File: src/design/imsc_pkg.sv
// ============================================================================
// imsc_pkg: shared types and constants for the IMU / magnetometer conditioner
// Field widths, register map codes, status bit positions, control structs.
// ============================================================================
package imsc_pkg;

    // register bus
    localparam int AddrW = 6;
    localparam int DataW = 64;

    // register map (index = paddr[5:3])
    localparam logic [2:0] REG_IMU_PRESENT = 3'd0;
    localparam logic [2:0] REG_MAG_PRESENT = 3'd1;
    localparam logic [2:0] REG_MISS_LIMIT  = 3'd2;
    localparam logic [2:0] REG_CAL_ROW0    = 3'd3;
    localparam logic [2:0] REG_CAL_ROW1    = 3'd4;
    localparam logic [2:0] REG_CAL_ROW2    = 3'd5;
    localparam logic [2:0] REG_CAL_OFFSET  = 3'd6;

    // frame kinds
    localparam logic KIND_IMU = 1'b0;
    localparam logic KIND_MAG = 1'b1;

    // status bits
    localparam int DrdyBit = 0;
    localparam int OvfBit  = 3;

    // miss counter
    localparam logic [7:0] MissLimitRst = 8'd50;
    localparam logic [7:0] MissMax      = 8'hFF;

    // widths
    localparam int BytesW = 48;
    localparam int AxisW  = 16;   // raw axis
    localparam int NegW   = 17;   // negated axis
    localparam int CoefW  = 21;   // Q24 matrix coefficient
    localparam int RowW   = 3 * CoefW;
    localparam int OffW   = 20;   // Q4 offset
    localparam int OffsW  = 3 * OffW;
    localparam int DiffW  = 22;   // 16*m - b
    localparam int ProdW  = CoefW + DiffW;
    localparam int SumW   = ProdW + 2;
    localparam int FracDrop = 12;   // Q28 -> Q16
    localparam int QW     = SumW - FracDrop;
    localparam int MagW   = 24;
    localparam int MagMax = (1 << (MagW - 1)) - 1;
    localparam int MagMin = -(1 << (MagW - 1));

    typedef logic signed [DiffW-1:0] t_diff;
    typedef logic signed [MagW-1:0]  t_mag;

    // pipeline enables for the calibration datapath
    typedef struct packed {
        logic prod_en;   // load products
        logic sum_en;    // load result
        logic keep;      // result is a valid mag sample, else zero
    } t_cal_ctl;

    // sensor health, as seen by the item being accepted
    typedef struct packed {
        logic       imu_work;
        logic       mag_work;
        logic [1:0] alive_next;
    } t_health;

endpackage

File: src/design/imsc_health.sv
// ============================================================================
// imsc_health: per-sensor miss counters and alive flags
// Counts consecutive failed reads; a sensor dies once its count passes the limit.
// ============================================================================
module imsc_health (
    input  logic                 i_clk,
    input  logic                 i_rst_n,
    input  logic                 i_take,
    input  logic                 i_action,
    input  logic                 i_read_ok,
    input  logic                 i_sample_good,
    input  logic                 i_imu_present,
    input  logic                 i_mag_present,
    input  logic [7:0]           i_miss_limit,
    output imsc_pkg::t_health    o_health
);

    logic       r_imu_alive, n_imu_alive;
    logic       r_mag_alive, n_mag_alive;
    logic [7:0] r_imu_misses, n_imu_misses;
    logic [7:0] r_mag_misses, n_mag_misses;
    logic [7:0] imu_bump, mag_bump;
    logic       imu_work, mag_work;

    assign imu_work = i_imu_present & r_imu_alive;
    assign mag_work = i_mag_present & r_mag_alive;
    assign imu_bump = (r_imu_misses != imsc_pkg::MissMax) ? r_imu_misses + 8'd1
                                                          : imsc_pkg::MissMax;
    assign mag_bump = (r_mag_misses != imsc_pkg::MissMax) ? r_mag_misses + 8'd1
                                                          : imsc_pkg::MissMax;

    always_comb begin
        n_imu_alive  = r_imu_alive;
        n_mag_alive  = r_mag_alive;
        n_imu_misses = r_imu_misses;
        n_mag_misses = r_mag_misses;
        if (i_take && (i_action == imsc_pkg::KIND_IMU) && imu_work) begin
            if (i_read_ok) begin
                n_imu_misses = '0;
            end else begin
                n_imu_misses = imu_bump;
                if (imu_bump > i_miss_limit) begin
                    n_imu_alive = 1'b0;
                end
            end
        end
        if (i_take && (i_action == imsc_pkg::KIND_MAG) && mag_work) begin
            if (!i_read_ok) begin
                n_mag_misses = mag_bump;
                if (mag_bump > i_miss_limit) begin
                    n_mag_alive = 1'b0;
                end
            end else if (i_sample_good) begin
                n_mag_misses = '0;
            end
        end
    end

    always_ff @(posedge i_clk) begin
        if (!i_rst_n) begin
            r_imu_alive  <= 1'b1;
            r_mag_alive  <= 1'b1;
            r_imu_misses <= '0;
            r_mag_misses <= '0;
        end else begin
            r_imu_alive  <= n_imu_alive;
            r_mag_alive  <= n_mag_alive;
            r_imu_misses <= n_imu_misses;
            r_mag_misses <= n_mag_misses;
        end
    end

    assign o_health.imu_work   = imu_work;
    assign o_health.mag_work   = mag_work;
    assign o_health.alive_next = {i_mag_present & n_mag_alive, i_imu_present & n_imu_alive};

endmodule

File: config.mk
export PLATFORM = sky130hd
export DESIGN_NAME = imsc_health
export DESIGN_NICKNAME = d
export VERILOG_FILES = /design/src/design/imsc_pkg.sv /design/src/design/imsc_health.sv
export SDC_FILE = /design/constraint.sdc
export NUM_CORES = 1
export LEC_CHECK = 0
export BUFFER_PORTS_ARGS = -buffer_cell sky130_fd_sc_hd__buf_2
export CAP_MARGIN = 20
export CELL_PAD_IN_SITES_DETAIL_PLACEMENT = 1
export CELL_PAD_IN_SITES_GLOBAL_PLACEMENT = 2
export CORE_AREA = 8 8 73 91
export DETAILED_ROUTE_END_ITERATION = 6
export DIE_AREA = 0 0 81 99
export HOLD_SLACK_MARGIN = 0.03
export PLACE_DENSITY_LB_ADDON = 0.1
export SLEW_MARGIN = 20
export SYNTH_ARGS = -nofsm -noshare
export SYNTH_HDL_FRONTEND = slang
export SYNTH_SLANG_ARGS = --single-unit
File: constraint.sdc
create_clock -name i_clk -period 2.75 [get_ports i_clk]
set_input_delay 0.55 -clock i_clk [delete_from_list [all_inputs] [get_ports i_clk]]
set_output_delay 0.55 -clock i_clk [all_outputs]
set_load 0.05 [all_outputs]
* After elaboration in Yosys (flattened, before gate mapping)
Index checks and enable logic that the tools add are counted.
** Storage, ports and cells
- Register bits :: 18
- Latch bits :: 0
- RAM bits :: 0
- Bits in read-only memories :: 0
- Bits of input ports :: 16
- Output and inout bits :: 4
- Logic and storage cells :: 32
- Memories :: 0
** Operators by class
- $add $sub $neg :: 2
- Multiply operators :: 0
- Div/mod/pow operators :: 0
- Order comparisons :: 2
- Equal/unequal tests :: 3
- Shift-type cells :: 0
- Mux-type cells :: 11
- Bitwise operators :: 5
- Reductions and logical operators :: 5
** Operator list (count)
- 8-bit 2-to-1 mux :: 5
- 8-bit by 1-bit adder with 8-bit output (second input constant) :: 2
- 8-bit greater-than comparator :: 2
- 8-bit inequality test (second input constant) :: 2
- 1-bit 2-to-1 mux :: 6
- 1-bit bitwise AND :: 4
- 1-bit logical AND :: 4
- 2-bit by 1-bit inequality test with 1-bit output (second input constant) :: 1
- 2-bit AND reduction :: 1
- 1-bit NOT :: 1

* Depth between registers and ports, before layout
Gate-level depths: netlist (run 1).
- Word-level depth :: 7
- Depth in mapped cells :: 11
- Gate-level depth less buffers :: 10

* Worst setup path before layout (run 1)
OpenSTA, ideal clock, no wires.
- Path type :: register to output
- Start :: register r_imu_misses[0]
- End :: output o_health[0] in the netlist's numbering
- Data arrival time :: 2.894 ns
- Required time :: 2.200 ns
- Path slack :: -0.694 ns
- Stages on the path, launching flop included :: 11
- Buffers on the path :: 1
- Cell sequence :: dfxtp_1 > ha_1 > and4_1 > buf_4 > nand4_4 > nor2b_1 > inv_1 > ha_1 > a41oi_1 > a21oi_1 > o21ai_0
** RTL lines
- start: declaration :: RTL line imsc_health.sv:20 : logic [7:0] r_imu_misses, n_imu_misses;
- start signal: assignment :: RTL line imsc_health.sv:68 : r_imu_misses <= n_imu_misses;
- end: declaration :: RTL line imsc_health.sv:15 : output imsc_pkg::t_health o_health

==> results of run 1 <==
-- logic make-up after synthesis --
group	Yosys count
adders and majority gates	18
xor gates and xnor gates	4
AOI/OAI and AO/OA	63
and+or+nand+nor	66
DFF	18
muxes	2
buffers and inverters	26
-- cells in the final DEF, fill, tap and decap left out, types with 3 or more instances in the layout --
master,n
buf_4,33
buf_2,17
inv_1,13
dfxtp_1,13
nand2_1,12
ha_1,11
nand3_1,8
a21o_1,7
a21oi_1,7
ha_4,7
a31oi_1,6
and3_1,5
nor2_1,5
o21ai_0,5
nand2_2,4
nor2_2,4
xnor2_1,4
o211a_1,4
a21boi_0,4
clkbuf_8,4
and4_4,3
o21ai_1,3
nand4_1,3
nor3_1,3
a31o_2,3
buf_6,3
dfxtp_2,3
-- registers in the layout, summed over array words and instances, names as in the netlist --
signal,flops
r_mag_alive,1
r_imu_misses,8
r_imu_alive,1
r_mag_misses,8
-- final cells by class --
type | instances | area (um^2)
Inverter | 14 | 52.55
Multi-Input combinational cell | 153 | 1304
Tap cell | 64 | 80.08
Fill cell | 644 | 3010
Sequential cell | 18 | 371.6
Clock buffer | 4 | 55.05
Timing Repair Buffer | 54 | 381.6
-- metal layers --
metal  part of all wire  vias up  wire length [um]
met2               0.57       20              2894
met3              0.025        4               127
met1               0.40      797              2029
met4              0.010        0                51
li1                   -      824                 -
met5                  0        -                 0
-- repair_timing --
item,CTS,global route
hold endpoints to repair,0,0
gates resized for setup,35,7
setup buffers,4,1
setup endpoints to repair,2,2
cloned,0,0
hold buffers,0,0
pin swaps,16,8
-- power by group through the flow --
stage / logic [mW] / clock network [mW] / registers [mW]
floorplan: 0.0596 / 0 / 0.269
finish: 0.104 / 0.231 / 0.262
detailed placement: 0.0925 / 0 / 0.269
global placement: 0.0887 / 0 / 0.269
CTS: 0.103 / 0.241 / 0.262
global route: 0.113 / 0.253 / 0.262
-- cells in the mapped netlist, types with 2 or more instances --
cell type | instances | area (um^2)
nand2b_1 | 2 | 12.51
xnor2_1 | 4 | 35.03
a41oi_1 | 2 | 17.52
and2_1 | 3 | 18.77
clkbuf_1 | 4 | 15.01
o211ai_1 | 2 | 15.01
dfxtp_1 | 18 | 360.4
nor2b_1 | 3 | 18.77
o21ai_0 | 9 | 45.04
nand2_1 | 16 | 60.06
o21a_1 | 2 | 15.01
o211a_1 | 4 | 40.04
nor3_1 | 3 | 15.01
o21ai_1 | 2 | 10.01
a21boi_0 | 4 | 30.03
a31oi_1 | 7 | 43.79
inv_1 | 14 | 52.55
ha_1 | 18 | 225.2
a211o_1 | 2 | 17.52
and3_1 | 5 | 31.28
nor2_1 | 8 | 30.03
a31o_2 | 3 | 26.28
a21oi_1 | 9 | 45.04
nand3_1 | 11 | 55.05
buf_4 | 4 | 30.03
nand4_1 | 3 | 18.77
and4_1 | 5 | 43.79
o221a_2 | 2 | 22.52
o31ai_1 | 3 | 22.52
a21o_1 | 7 | 52.55
nand3b_1 | 2 | 15.01
buf_2 | 3 | 15.01
-- worst reg2reg max path, cell delays in order (launching register included) --
cell and delay (ns):
dfxtp_4 0.38, ha_4 0.13, and3_4 0.21, buf_4 0.11, and3_1 0.21, nor2_2 0.05, ha_1 0.26, and4_1 0.18
a211oi_1 0.23, buf_4 0.16, o221ai_1 0.10
-- metrics by stage --
step	setup TNS [ns]	util	setup WS (ns)	std cells	total power, mW
floorplan	0	-	0.0005478	197	0.3286
global placement	-0.2667	0.3779	-0.1647	298	0.3574
detailed placement	-0.3023	0.3779	-0.1688	298	0.3614
CTS	-0.4628	0.4202	-0.3174	306	0.6061
global route	-0.6013	0.4271	-0.3647	307	0.6280
finish	-0.3889	0.4271	-0.2528	307	0.5968
-- worst paths after layout --
check	from	endpoint	slack, ns	cells past startpoint
setup reg to reg	r_mag_misses[0]	r_mag_alive	0.59	10
setup / recovery	r_mag_misses[0]	o_health[1]	-0.25	10
hold / removal	r_imu_alive	r_imu_alive	0.50	2
hold reg to reg	r_imu_alive	r_imu_alive	0.50	2
==> results.py, run 1 <==
metrics = {
    "routing": {
        "drt.antenna.violating_nets": 0,
        "via_per_inst": 5.358,
        "post_drt_wl_per_cell_um": 16.62,
        "via_count": 1645,
        "dr.pass1.iters": 4,
        "wirelength_mm": 5.103,
        "drtIter0Drc": 50,
        "drc_errors": 0,
    },
    "synthesis": {
        "ys_warn_count": 0,
        "syn_nets": 231,
        "synth_top_family_by_area": "compound AO/OA/AOI/OAI gates",
        "synth-xor-area-share": 0.02226,
        "seq_area_frac_synth": 0.2289,
        "synth-seq-cells": 18,
        "yosysUniqueCellTypes": 45,
        "synth-simple-area-share": 0.2353,
        "muxShareOfSynthArea": 0.01351,
        "synth.avg_cell_area_um2": 7.990,
        "synth_fa_ha_area_frac": 0.1431,
        "synthCells": 197,
        "synth-compound-area-share": 0.2830,
        "synth-main-ff-cell": "dfxtp_1",
        "synth_edf_count": 0,
        "async_reset_ff_frac": 0,
        "synth.cell_area_um2": 1574,
    },
    "worst_setup_path": {
        "critical-path-slowest-cell": "dfxtp_4",
        "cp_cell_sequence": "ha_4 > and3_4 > nand3_2 > mux2_4 > ha_4 > o21a_1 > a21oi_2 > nand3_2 > a31oi_4 > buf_6",
        "cp.required_ns": 2.20,
        "crit_type": "flip-flop to output pin",
        "path_buf_inv": 1,
        "cp_max_fo": 3,
        "end_kind": "output pin",
        "path_delay_family": "compound AO/OA/AOI/OAI gates",
        "cpPeakStageDelay_ns": 0.38,
        "critPathLaunchType": "flip-flop",
        "crit_arrival_ns": 2.45,
    },
    "power_and_ir_drop": {
        "p_seq_frac": 0.439,
        "p_leak_nw": 1.134,
        "vdd_ir_drop_max_uv": 137.1,
        "combPwrFrac": 0.174,
        "p_sw_frac": 0.2816,
        "p_switching_mw": 0.1681,
        "powerDensity_nw_per_um2": 265.9,
        "p_int_mw": 0.4287,
        "clkPwrFrac": 0.387,
    },
    "layout": {
        "finish.instance_area_um2": 2245,
        "area_delta_synth_final_pct": 42.61,
        "antenna_cells": 0,
        "drive_gt1_frac": 0.4239,
        "finalNetCount": 278,
    },
    "clocking": {
        "cts_tree": "yes",
        "clk_pin_slew_worst_paths_ns": 0.08,
        "clock_latency_ns": 0.26,
        "cts_max_level": 1,
        "clock-sinks": 18,
        "cts-buffers-inserted": 3,
        "clock-root-buffer": "clkbuf_8",
        "clk_path_buf_depth": 2,
    },
    "floorplanning": {
        "io_pins": 20,
        "die_x_um": 81,
        "start_util": 0.2995,
        "num_rows": 30,
        "die_area_um2": 8019,
        "die_y_um": 99,
        "core_region_area_um2": 5255,
    },
    "placement": {
        "detailed_place.area_um2": 1986,
        "portBuffers": 19,
        "place_congestion": 0.8122,
        "hpwl_mm": 4.146,
    },
    "grt": {
        "track_usage": 0.1312,
        "busiest_layer": "met2",
        "antenna_found_initial": 0,
        "globalRouteMet3Util": 0.02004,
        "grt_max_degree": 25,
        "grt_pass1_wl_mm": 8.473,
        "grt_pass1_vias": 1835,
        "overflow": 0,
        "grt_util_met2": 0.2574,
        "met1_usage": 0.1321,
    },
    "timing": {
        "grt_setup_unrepaired": "true",
        "finalCritPeriodShare": 1.092,
        "worst_slew_pin_slew_ns": 0.4920,
        "slew_headroom": 0.6720,
        "setup-violations-final": 2,
        "finalMaxSlewViolations": 0,
        "fin_worst_skew_ns": 0.002000,
        "fmax_ghz": 0.3330,
        "hold_viol_final": 0,
        "finalWorstSetupSlack_ns": -0.2528,
        "fin_crit_ns": 3.003,
        "hold_slack_ns": 0.4988,
    },
    "hold_path": {
        "min_path_type": "flip-flop to flip-flop",
    },
    "outcome": {
        "violations": "negative setup slack",
        "status": "complete, but fails checks",
    },
    "run": {
        "drv_cap": 0,
    },
}
Note: power is estimated with default switching activity, not from simulation.
==> run 2, diff against run 1 <==
==> constraint.sdc (replaced) <==
create_clock -name i_clk -period 2.75 [get_ports i_clk]
set_input_delay 0.6875 -clock i_clk [delete_from_list [all_inputs] [get_ports i_clk]]
set_output_delay 0.6875 -clock i_clk [all_outputs]
set_load 0.05 [all_outputs]
==> run 2 against run 1 <==
Against the previous run: the flow still finishes with violations (negative setup slack); design area fell by 0.67%; total power fell by 0.42%; clock power barely moved; critical path depth fell by 1; clock skew rose by 0.0042 ns; sequential power barely moved; sequential share of layout area rose by 0.28 points; critical path type unchanged; largest power group unchanged.
==> results.py, run 2 (synthesis results as in run 1) <==
metrics = {
    "timing": {
        "fin_tns_setup_ns": -0.7196,
        "hold_viol_final": 0,
        "slew_headroom": 0.6907,
        "fin_crit_ns": 3.161,
        "setup-violations-final": 2,
        "grt_setup_unrepaired": "true",
        "fin_worst_skew_ns": 0.006215,
        "worst_slew_pin_slew_ns": 0.4639,
        "finalWorstSetupSlack_ns": -0.4107,
        "fmax_ghz": 0.3164,
        "finalMaxSlewViolations": 0,
        "finalCritPeriodShare": 1.149,
    },
    "floorplanning": {
        "start_util": 0.2995,
        "die_area_um2": 8019,
        "die_x_um": 81,
        "die_y_um": 99,
        "io_pins": 20,
        "core_region_area_um2": 5255,
        "num_rows": 30,
    },
    "power_and_ir_drop": {
        "vdd_ir_drop_max_uv": 171.4,
        "p_leak_nw": 1.156,
        "power_mw": 0.5943,
        "powerDensity_nw_per_um2": 266.5,
    },
    "placement": {
        "place_congestion": 0.8046,
        "hpwl_mm": 4.285,
        "detailed_place.area_um2": 2023,
        "portBuffers": 19,
        "place_ws_ns": -0.3393,
    },
    "grt": {
        "grt_max_degree": 25,
        "overflow": 0,
        "grt_pass1_vias": 1923,
        "antenna_found_initial": 0,
        "grt_pass1_wl_mm": 8.790,
        "track_usage": 0.1380,
    },
    "routing": {
        "dr_wl_met2_mm": 3.102,
        "met3_length_um": 151,
        "dr.pass1.iters": 4,
        "via_count": 1692,
        "met1_length_mm": 1.967,
        "highest_layer": "met4",
        "drtIter0Drc": 38,
        "wirelength_mm": 5.299,
        "drt.antenna.violating_nets": 0,
        "drc_errors": 0,
        "post_drt_wl_per_cell_um": 17.04,
        "via_per_inst": 5.441,
    },
    "clocking": {
        "clock-root-buffer": "clkbuf_8",
        "cts-buffers-inserted": 3,
        "clock-sinks": 18,
        "cts_tree": "yes",
        "clk_path_buf_depth": 2,
        "clock_latency_ns": 0.26,
        "cts_hold_buf": 0,
        "cts_max_level": 1,
        "clk_pin_slew_worst_paths_ns": 0.07,
    },
    "hold_path": {
        "whs_path_depth": 2,
        "hold_end": "r_imu_alive",
        "worstHoldStart": "r_imu_alive",
        "min_path_type": "flip-flop to flip-flop",
    },
    "layout": {
        "fill_cells": 641,
        "final_common_cell": "buf_4",
        "top_regs": "r_imu_misses x8, r_mag_misses x8",
        "antenna_cells": 0,
        "drive_gt1_frac": 0.4291,
        "finish.instance_area_um2": 2230,
        "finalNetCount": 282,
        "area_delta_synth_final_pct": 41.65,
        "final_cell_mix": "buf_4 (38), buf_2 (17), nand2_1 (15), inv_1 (14), ha_1 (14)",
    },
    "worst_setup_path": {
        "ff2ff_path_depth": 10,
        "crit_arrival_ns": 2.47,
        "cp_max_fo": 4,
        "critical-path-slowest-cell": "dfxtp_4",
        "critPathLaunchType": "flip-flop",
        "cp.required_ns": 2.06,
        "crit_type": "flip-flop to output pin",
        "reg2reg_to": "r_mag_alive",
        "regToRegStartpoint": "r_mag_misses[0]",
        "r2r_slack_ns": 0.59,
        "cpPeakStageDelay_ns": 0.37,
        "cp_cell_sequence": "ha_4 > and3_4 > nand3_2 > mux2_4 > ha_4 > a211o_1 > a211o_1 > a31oi_4 > buf_6",
        "end_kind": "output pin",
    },
    "outcome": {
        "violations": "negative setup slack",
        "status": "complete, but fails checks",
    },
    "run": {
        "drv_cap": 0,
    },
}
run 2: changes by cell type in the layout (fill, tap and decap cells not counted), moves of 3 or more:
cell     change
dfxtp_1      -3
ha_4         -4
dfxtp_2      +3
nand2_2      -3
ha_1         +3
nand2_1      +3
buf_4        +5
run 2: report_power, final:
part,internal [mW],switching (mW),total [mW],leakage [nW]
clock,0.128,0.103,0.230,0.0288
combinational,0.0411,0.0621,0.103,0.977
sequential,0.260,0.00109,0.261,0.150
run 2: final cells by class:
class	count	area (um^2)	area share
Clock buffer	4	55.05	0.02469
Inverter	14	52.55	0.02357
Multi-Input combinational cell	153	1262	0.5662
Sequential cell	18	375.4	0.1684
Tap cell	64	80.08	0.03591
Timing Repair Buffer	58	404.1	0.1813
run 2: worst max-delay path by stage:
stage	endpoint	cells past startpoint	slack (ns)	startpoint
after floorplan	o_health[1]	9	-0.14	r_mag_misses[0]
after global placement	o_health[1]	10	-0.32	r_mag_misses[1]
after detailed placement	o_health[0]	11	-0.34	r_imu_misses[0]
after CTS	o_health[1]	10	-0.43	r_mag_misses[3]
after global routing	o_health[1]	10	-0.49	r_mag_misses[0]
final	o_health[1]	9	-0.41	r_mag_misses[0]
run 2: metal layers:
layer  GRT usage  vias to the layer above
li1            -                      834
met3     0.01913                        6
met4     0.04690                        0
met1      0.1327                      829
met2      0.2778                       23
met5           0                        -
run 2: repair_timing:
| action | in CTS | in global routing |
|---|---|---|
| endpoints found under the hold margin | 0 | 0 |
| pin swaps | 11 | 7 |
| gates cloned | 0 | 0 |
| setup endpoints to repair | 2 | 2 |
| gates resized for setup | 27 | 9 |
| buffers inserted | 3 | 1 |
run 2: critical path: cells and delay by family (launching register included):
kind            cells  cell delay (ns)
compound gates      3             0.74
flops               1             0.37
mux                 1             0.32
fa+ha+maj           2             0.31
simple gates        2             0.30
buf+inv             1             0.18
run 2: through the flow:
step,cells,utilization,hold WS (ns)
floorplan,197,-,0.4648
global placement,303,0.3850,0.4929
detailed placement,303,0.3850,0.4962
CTS,310,0.4176,0.5118
global route,311,0.4243,0.5414
finish,311,0.4243,0.5040
==> run 3, diff against run 2 <==
--- a/config.mk
+++ b/config.mk
@@ -13,7 +13,7 @@
 export DETAILED_ROUTE_END_ITERATION = 6
 export DIE_AREA = 0 0 81 99
 export HOLD_SLACK_MARGIN = 0.03
-export PLACE_DENSITY_LB_ADDON = 0.1
+export PLACE_DENSITY_LB_ADDON = 0.15
 export SLEW_MARGIN = 20
 export SYNTH_ARGS = -nofsm -noshare
 export SYNTH_HDL_FRONTEND = slang
==> run 3 against run 2 <==
Against the previous run: critical path type unchanged; largest cell class unchanged; clock power about the same; combinational power up 15%; wire length up 8.3%; global-route usage up 0.45 points; total power up 2.9%; count of clock-buffer cells in the layout unchanged; via count up 3.1%; maximum frequency down 0.84%; the run still ends with negative setup slack left; non-clock buffer count up 11.
==> results.py, run 3 (synthesis results as in run 1) <==
metrics = {
    "clocking": {
        "cts_tree": "yes",
        "cts-buffers-inserted": 3,
        "clk_pin_slew_worst_paths_ns": 0.08,
        "clock_latency_ns": 0.26,
        "clock-root-buffer": "clkbuf_8",
        "clk_path_buf_depth": 2,
        "clock-sinks": 18,
        "cts_max_level": 1,
        "cts_hold_buf": 0,
    },
    "timing": {
        "hold_slack_ns": 0.5203,
        "fin_crit_ns": 3.187,
        "slew_headroom": 0.6773,
        "hold_viol_final": 0,
        "finalCritPeriodShare": 1.159,
        "fmax_ghz": 0.3137,
        "finalMaxSlewViolations": 0,
        "fin_worst_skew_ns": 0.006291,
        "setup-violations-final": 2,
        "grt_setup_unrepaired": "true",
        "finalWorstSetupSlack_ns": -0.4374,
        "worst_slew_pin_slew_ns": 0.4841,
    },
    "power_and_ir_drop": {
        "powerDensity_nw_per_um2": 251.5,
        "p_leak_nw": 1.223,
        "vdd_ir_drop_max_uv": 171.5,
    },
    "grt": {
        "grt_pass1_wl_mm": 9.177,
        "grt_max_degree": 25,
        "antenna_found_initial": 0,
        "overflow": 0,
        "track_usage": 0.1425,
        "grt_pass1_vias": 1915,
    },
    "layout": {
        "regArea_um2": 371.6,
        "antenna_cells": 0,
        "finalNetCount": 293,
        "area_delta_synth_final_pct": 54.45,
        "multi_input_area_um2": 1378,
        "drive_gt1_frac": 0.4961,
        "final_cell_mix": "buf_4 (48), buf_2 (17), inv_1 (13), dfxtp_1 (13)",
        "final_common_cell": "buf_4",
        "fill_cells": 642,
        "top_regs": "r_imu_misses x8, r_mag_misses x8",
        "final_cells": 322,
    },
    "hold_path": {
        "min_path_type": "flip-flop to flip-flop",
    },
    "placement": {
        "hpwl_mm": 4.408,
        "place_congestion": 0.7895,
        "portBuffers": 19,
        "dp.cells": 307,
    },
    "worst_setup_path": {
        "crit_arrival_ns": 2.50,
        "crit_type": "flip-flop to output pin",
        "end_kind": "output pin",
        "critPathLaunchType": "flip-flop",
        "r2r_slack_ns": 0.52,
        "cp.required_ns": 2.06,
        "cp_max_fo": 3,
    },
    "routing": {
        "wirelength_mm": 5.741,
        "drc_errors": 0,
        "dr.pass1.iters": 4,
        "via_per_inst": 5.416,
        "drtIter0Drc": 67,
        "post_drt_wl_per_cell_um": 17.83,
        "via_count": 1744,
        "drt.antenna.violating_nets": 0,
    },
    "floorplanning": {
        "core_region_area_um2": 5255,
        "die_y_um": 99,
        "io_pins": 20,
        "die_area_um2": 8019,
        "num_rows": 30,
        "die_x_um": 81,
        "start_util": 0.2995,
    },
    "outcome": {
        "violations": "negative setup slack",
        "status": "complete, but fails checks",
    },
    "run": {
        "drv_cap": 0,
    },
}
## run 3: final timing paths
path,from,end,depth (start not counted)
hold / removal,r_imu_alive,r_imu_alive,2
setup reg to reg,r_mag_misses[1],r_mag_alive,11
setup / recovery,r_mag_misses[1],o_health[1],10
hold reg to reg,r_imu_alive,r_imu_alive,2
## run 3: layer usage
layer  global-route usage  vias to the layer above  wire length [um]
met3              0.01913                        8               167
met1               0.1532                      847              2285
li1                     -                      861                 -
met4              0.04414                        0                94
met5                    0                        -                 0
met2               0.2704                       28              3194
## run 3: per-stage QoR
step	instance area, um^2	power [mW]	setup TNS (ns)	setup slack [ns]	utilization
final	2431	0.6114	-0.7147	-0.4374	0.4626
after global routing	2431	0.6382	-0.9226	-0.5200	0.4626
after CTS	2281	0.6134	-0.7498	-0.4582	0.4340
after detailed placement	2053	0.3659	-0.6305	-0.3433	0.3907
after global placement	2053	0.3629	-0.4497	-0.2570	0.3907
after floorplan	1649	0.3286	-0.2516	-0.1370	-
## run 3: timing repair
item,CTS,global route
setup endpoints to repair,2,2
gates resized for setup,29,26
buffers inserted,6,5
pin swaps,12,15
gates cloned,0,0
hold endpoints to repair,0,0
## run 3: cell type report
class	count	area share
Timing Repair Buffer	69	0.2033
Multi-Input combinational cell	153	0.5666
Sequential cell	18	0.1529
Inverter	14	0.02162
Clock buffer	4	0.02265
Tap cell	64	0.03294
## run 3: worst max-delay path, stage by stage (launching register included)
cell	delay, ns
dfxtp_4	0.38
ha_4	0.14
and3_4	0.21
nand3_4	0.10
o21ai_2	0.10
a21o_1	0.14
ha_4	0.21
a211o_1	0.28
a211o_1	0.34
a31oi_4	0.15
buf_6	0.18
## run 3: where the power goes
group	internal, mW	switching (mW)	total [mW]	leakage (nW)
Combinational	0.0490	0.0688	0.118	1.05
Sequential	0.260	0.00122	0.261	0.148
Clock	0.128	0.105	0.233	0.0288
Total	0.436	0.175	0.611	1.22
